## config.mk

```make
export PLATFORM = sky130hd
export DESIGN_NAME = fap_div_cell
export DESIGN_NICKNAME = d
export VERILOG_FILES = /design/src/hw/rtl/fap_pkg.sv /design/src/hw/rtl/fap_div_cell.sv
export SDC_FILE = /design/constraint.sdc
export NUM_CORES = 1
export LEC_CHECK = 0
export BUFFER_PORTS_ARGS = -buffer_cell sky130_fd_sc_hd__buf_2
export CORE_ASPECT_RATIO = 1.25
export CORE_MARGIN = 4
export CORE_UTILIZATION = 46
export DETAILED_ROUTE_END_ITERATION = 8
export PLACE_DENSITY = 0.77
export SYNTH_ARGS = -nofsm -noshare
export SYNTH_HDL_FRONTEND = slang
export SYNTH_SLANG_ARGS = --single-unit
```

## constraint.sdc

```tcl
create_clock -name clk -period 2.6 [get_ports clk]
set_input_delay 0.13 -clock clk [delete_from_list [all_inputs] [get_ports clk]]
set_output_delay 0.13 -clock clk [all_outputs]
set_load 0.05 [all_outputs]
```

## src/hw/rtl/fap_pkg.sv

```systemverilog
// fap_pkg: shared types and constants for the fixed-point atan2 block
// no dependencies
package fap_pkg;
	localparam int YW = 32;
	localparam int AW = 19;
	localparam int MW = 33;

	// constants with 32 fraction bits
	localparam logic [63:0] K_C3 = 64'd199700839;
	localparam logic [63:0] K_C2 = 64'd684249365;
	localparam logic [63:0] K_C1 = 64'd1407129057;
	localparam logic [63:0] K_PI = 64'd13493037705;

	// octant fold flags carried down the pipe
	typedef struct packed {
		logic swap;
		logic xneg;
		logic yneg;
		logic zero;
	} fold_t;
endpackage

```

## src/hw/rtl/fap_div_cell.sv

```systemverilog
// fap_div_cell: one restoring division step as a registered cell
// depends on fap_pkg
module fap_div_cell #(
	parameter int FB = 16,
	parameter bit FIRST = 1'b0
) (
	input  logic                clk,
	input  logic                en,
	input  logic [fap_pkg::MW:0] rem_i,
	input  logic [fap_pkg::MW-1:0] den_i,
	input  logic [FB:0]         quo_i,
	input  fap_pkg::fold_t      fold_i,
	output logic [fap_pkg::MW:0] rem_o,
	output logic [fap_pkg::MW-1:0] den_o,
	output logic [FB:0]         quo_o,
	output fap_pkg::fold_t      fold_o
);
	import fap_pkg::*;
	logic [MW+1:0] sh;
	logic [MW+1:0] df;
	// shift, trial subtract; the first cell takes the integer bit unshifted
	always_comb begin
		sh = FIRST ? {1'b0, rem_i} : {rem_i, 1'b0};
		df = sh - {2'b0, den_i};
	end
	always_ff @(posedge clk) begin
		if (en) begin
			if (!df[MW+1]) begin
				rem_o <= df[MW:0];
				quo_o <= {quo_i[FB-1:0], 1'b1};
			end else begin
				rem_o <= sh[MW:0];
				quo_o <= {quo_i[FB-1:0], 1'b0};
			end
			den_o <= den_i;
			fold_o <= fold_i;
		end
	end
endmodule

```

# [Word-level counts from Yosys, hierarchy flattened]
# Index checks and enable logic that the tools add are counted.
# W data, S select, Z words.
[word_totals] ff_bits=88 in_bits=90 out_inout_bits=88 elab_cells=11
[classes] n_addsub=1 n_mux=2
[op_table] operator="$sub A35 B33 Y35" n=1
[op_table] operator="$mux W34" n=1
[op_table] operator="$mux W1" n=1

# [Longest topological paths before layout]
[depth] depth_word=2 depth_mapped=13 depth_no_buf=11

# [Least setup slack after synthesis]
# No wires, ideal clock.
[synth_timing] path_type="input -> register" start="in den_i[7] (netlist bit)" end="reg rem_o[10] (netlist bit) (data pin)" arrival_ps=2583 setup_time_ps=260 path_slack_ps=-244 n_path_buf=2 required_ps=2340 stages=12 cell_sequence="inv_1 ha_1 buf_6 a211oi_2 o21ai_1 a221oi_2 nand3_1 nand4_1 nand2_2 a311oi_4 buf_6 mux2_4"
[synth_via] elab_chain_len=2
[synth_rtl] item="start: declaration" line_no="fap_div_cell.sv:10" text="input logic [fap_pkg::MW-1:0] den_i,"
[synth_rtl] item="$sub A35 B33 Y35" line_no="fap_div_cell.sv:24" text="df = sh - {2'b0, den_i};"
[synth_rtl] item="$mux W34" line_no="fap_div_cell.sv:28" text="if (!df[MW+1]) begin"
[synth_rtl] item="end signal: assignment" line_no="fap_div_cell.sv:29" text="rem_o <= df[MW:0];"
[synth_rtl] item="end signal: assignment" line_no="fap_div_cell.sv:32" text="rem_o <= sh[MW:0];"
[synth_rtl] item="end: declaration" line_no="fap_div_cell.sv:13" text="output logic [fap_pkg::MW:0] rem_o,"
# No other way between the ends.
# A chain may end at the register's enable or synchronous reset.

# [Worst setup path after layout]
[layout_timing] start="in den_i[1] (netlist bit)" end="reg rem_o[6] (netlist bit) (data pin)"
# Same word-level chain as after synthesis.

==> flow_summary_export.csv <==
group,metric,value,unit
run_status,outcome,"finished, final reports clean",
synth,synthCells,420,
synth,synth_most_common_cell,"edfxtp_1",
drt,vias_per_cell,5.34,
timing,fmax,0.397,GHz
setup_path,cp.required,2.69,ns
setup_path,crit_path_end,"rem_o[6]$_DFFE_PP_",
timing,slew_headroom,0.745,
die,die_width,102,um
clock_tree,cts_tree,"built",
synth,synth_common_cells,"edfxtp_1, inv_1, a21oi_1",
setup_path,critPathLaunch,"den_i[1]",
synth,synth_seq_cells,88,
placement,dp_cells,786,
synth,syn_area,0.00509,mm2
die,initial_core_util,0.475,
global_routing,grt_pass1_vias,4716,
timing,tightestPinTransition,0.383,ns
synth,synth.avg_cell_area,12.1,um2
cells_and_area,nFillCells,736,
timing,min_period_over_period,0.969,
placement,io_buffers,176,
synth,yosysSeqAreaShare,0.519,
setup_path,crit_fanout,13,
pwr,pwr_density_cell,632,mW/mm2
global_routing,grt-ovfl-total,0,
die,die_area,0.0128,mm2
setup_path,startpoint_type,"input pin",
setup_path,crit_type,"in -> reg",
drt,dr_total_vias,4555,
timing,setup_tns,0,ns
drt,wl,14600,um
die,die_h,126,um
timing,slew_viol_final,0,
synth,synth_top_area_cell,"edfxtp_1",
placement,dp_hpwl,10500,um
placement,place_area,0.00669,mm2
synth,synth_fp_nets,543,
synth,ys_types,59,
synth,yosysTopAreaCellShare,0.519,
timing,layout_min_cycle_time,2.52,ns
timing,setup_viol,0,
clock_tree,cts_sinks,88,
cells_and_area,drive_gt1_frac,0.447,
synth,synth_edf_count,88,
drt,antenna_left,0,
drt,drc_errors,0,
die,io_pins,178,
synth,synth_top_flop_cell,"edfxtp_1",
die,core,0.0107,mm2
timing,holdWs,0.00720,ns
global_routing,grt_max_degree,66,
clock_tree,clk_pin_slew,0.06,ns
cells_and_area,final_nets,839,
clock_tree,numCtsBuffers,9,
synth,synth_warnings,0,
drt,drtIter0Drc,223,
clock_tree,cts_buffer_depth,2,
pwr,peakVddDrop,326,uV
synth,ys_async_sr_fraction,0,
drt,wire_per_inst,17.1,um
global_routing,antenna_found_initial,1,
global_routing,grt_usage,0.227,
global_routing,grt_pass1_wl,22900,um
clock_tree,root_buffer,"clkbuf_16",
min_path,min_path_cells,1,
cells_and_area,finalNonFillerCells,853,
cells_and_area,syn_to_final_growth,47.9,%
clock_tree,h-tree-depth,3,
placement,gp_congestion,0.883,
setup_path,endpoint_kind,"flip-flop",
pwr,total_leakage_power,3.50,nW
timing,hold_viol,0,
die,num_rows,42,
min_path,hp-class,"in -> reg",
drt,drtPass1Iterations,4,
pwr,total_power,0.00476,W
cells_and_area,fin_area,0.00753,mm2
synth,synth_top_cells_by_area,"edfxtp_1, ha_1, mux2_4",
setup_path,cp.arrival,2.61,ns
job,maxCapViolations,0,
cells_and_area,n_antenna_cell,0,
-- repair_timing --
item / CTS / global route
resized for setup: 0 / 11
hold endpoints to repair: 48 / 0
setup endpoints to repair: 0 / 24
hold buffers: 48 / 0
setup buffers: 0 / 2
-- routing by layer --
| metal | vias to the layer above | track usage | share of wire |
|---|---|---|---|
| met2 | 199 | 0.407 | 0.52 |
| met3 | 33 | 0.0597 | 0.084 |
| met5 | - | 0 | 0.00048 |
| li1 | 2170 | - | - |
| met4 | 2 | 0.0718 | 0.026 |
| met1 | 2151 | 0.258 | 0.37 |
-- logic make-up after synthesis --
family          after synthesis  synth area share
compound gates              105             0.140
flops                        88             0.519
simple gates                 79            0.0801
buf+inv                      58            0.0506
fa+ha+maj                    33            0.0825
mux                          32            0.0847
xor+xnor                     25            0.0430
-- registers in the layout (all words and copies together) (netlist names) --
signal / flops
den_o: 33
fold_o: 4
quo_o: 17
rem_o: 34
-- report_power, final --
| part | total (W) | internal, W | switching, W | leakage [nW] |
|---|---|---|---|---|
| sequential | 0.00179 | 0.00175 | 0.0000414 | 0.861 |
| clock | 0.00123 | 0.000661 | 0.000566 | 0.134 |
| combinational | 0.00174 | 0.000671 | 0.00107 | 2.50 |
| total | 0.00476 | 0.00308 | 0.00168 | 3.50 |
-- placed cells by master, fill, tap and decap left out, types with 10 or more instances in the layout --
cell type,instances
ha_1,29
xnor2_1,18
nand2_1,17
o21ai_0,14
nor2_1,16
clkbuf_16,10
inv_1,40
a21oi_1,30
buf_2,175
edfxtp_1,88
buf_4,71
mux2_4,22
a21o_1,13
dlygate4sd3_1,48
-- worst max-delay path, cell delays in order --
cell	delay [ns]
buf_2	0.12
buf_4	0.13
fa_2	0.41
nor2b_4	0.13
o31a_1	0.19
o311ai_4	0.11
nand3_1	0.12
nand4_1	0.13
and3_4	0.19
a311oi_4	0.29
buf_6	0.16
buf_12	0.16
mux2_2	0.34
-- worst min-delay path by stage --
stage / from / to / slack (ns)
floorplan: den_i[0] / den_o[0]$_DFFE_PP_ / 0.23
global placement: fold_i[1] / fold_o[1]$_DFFE_PP_ / 0.31
detailed placement: quo_i[3] / quo_o[4]$_DFFE_PP_ / 0.31
CTS: den_i[1] / den_o[1]$_DFFE_PP_ / 0.001
global route: den_i[1] / den_o[1]$_DFFE_PP_ / 0.003
finish: den_i[1] / den_o[1]$_DFFE_PP_ / 0.007
-- metrics by stage --
stage,worst slack (ns),util
2_1_floorplan,-0.140,-
3_3_place_gp,-0.280,0.624
3_5_place_dp,-0.338,0.624
4_1_cts,0.0214,0.695
5_1_grt,-0.0364,0.703
6_report,0.0814,0.703
-- layout make-up --
type	count	area, um2	share of cell area
clock buffer	10	229	0.0304
timing repair buffer	299	1980	0.263
multi-input combinational	274	2300	0.305
clock inverter	6	51.3	0.00681
tap	132	165	0.0219
sequential	88	2640	0.351
inverter	44	168	0.0223
(Power assumes the default switching activity.)
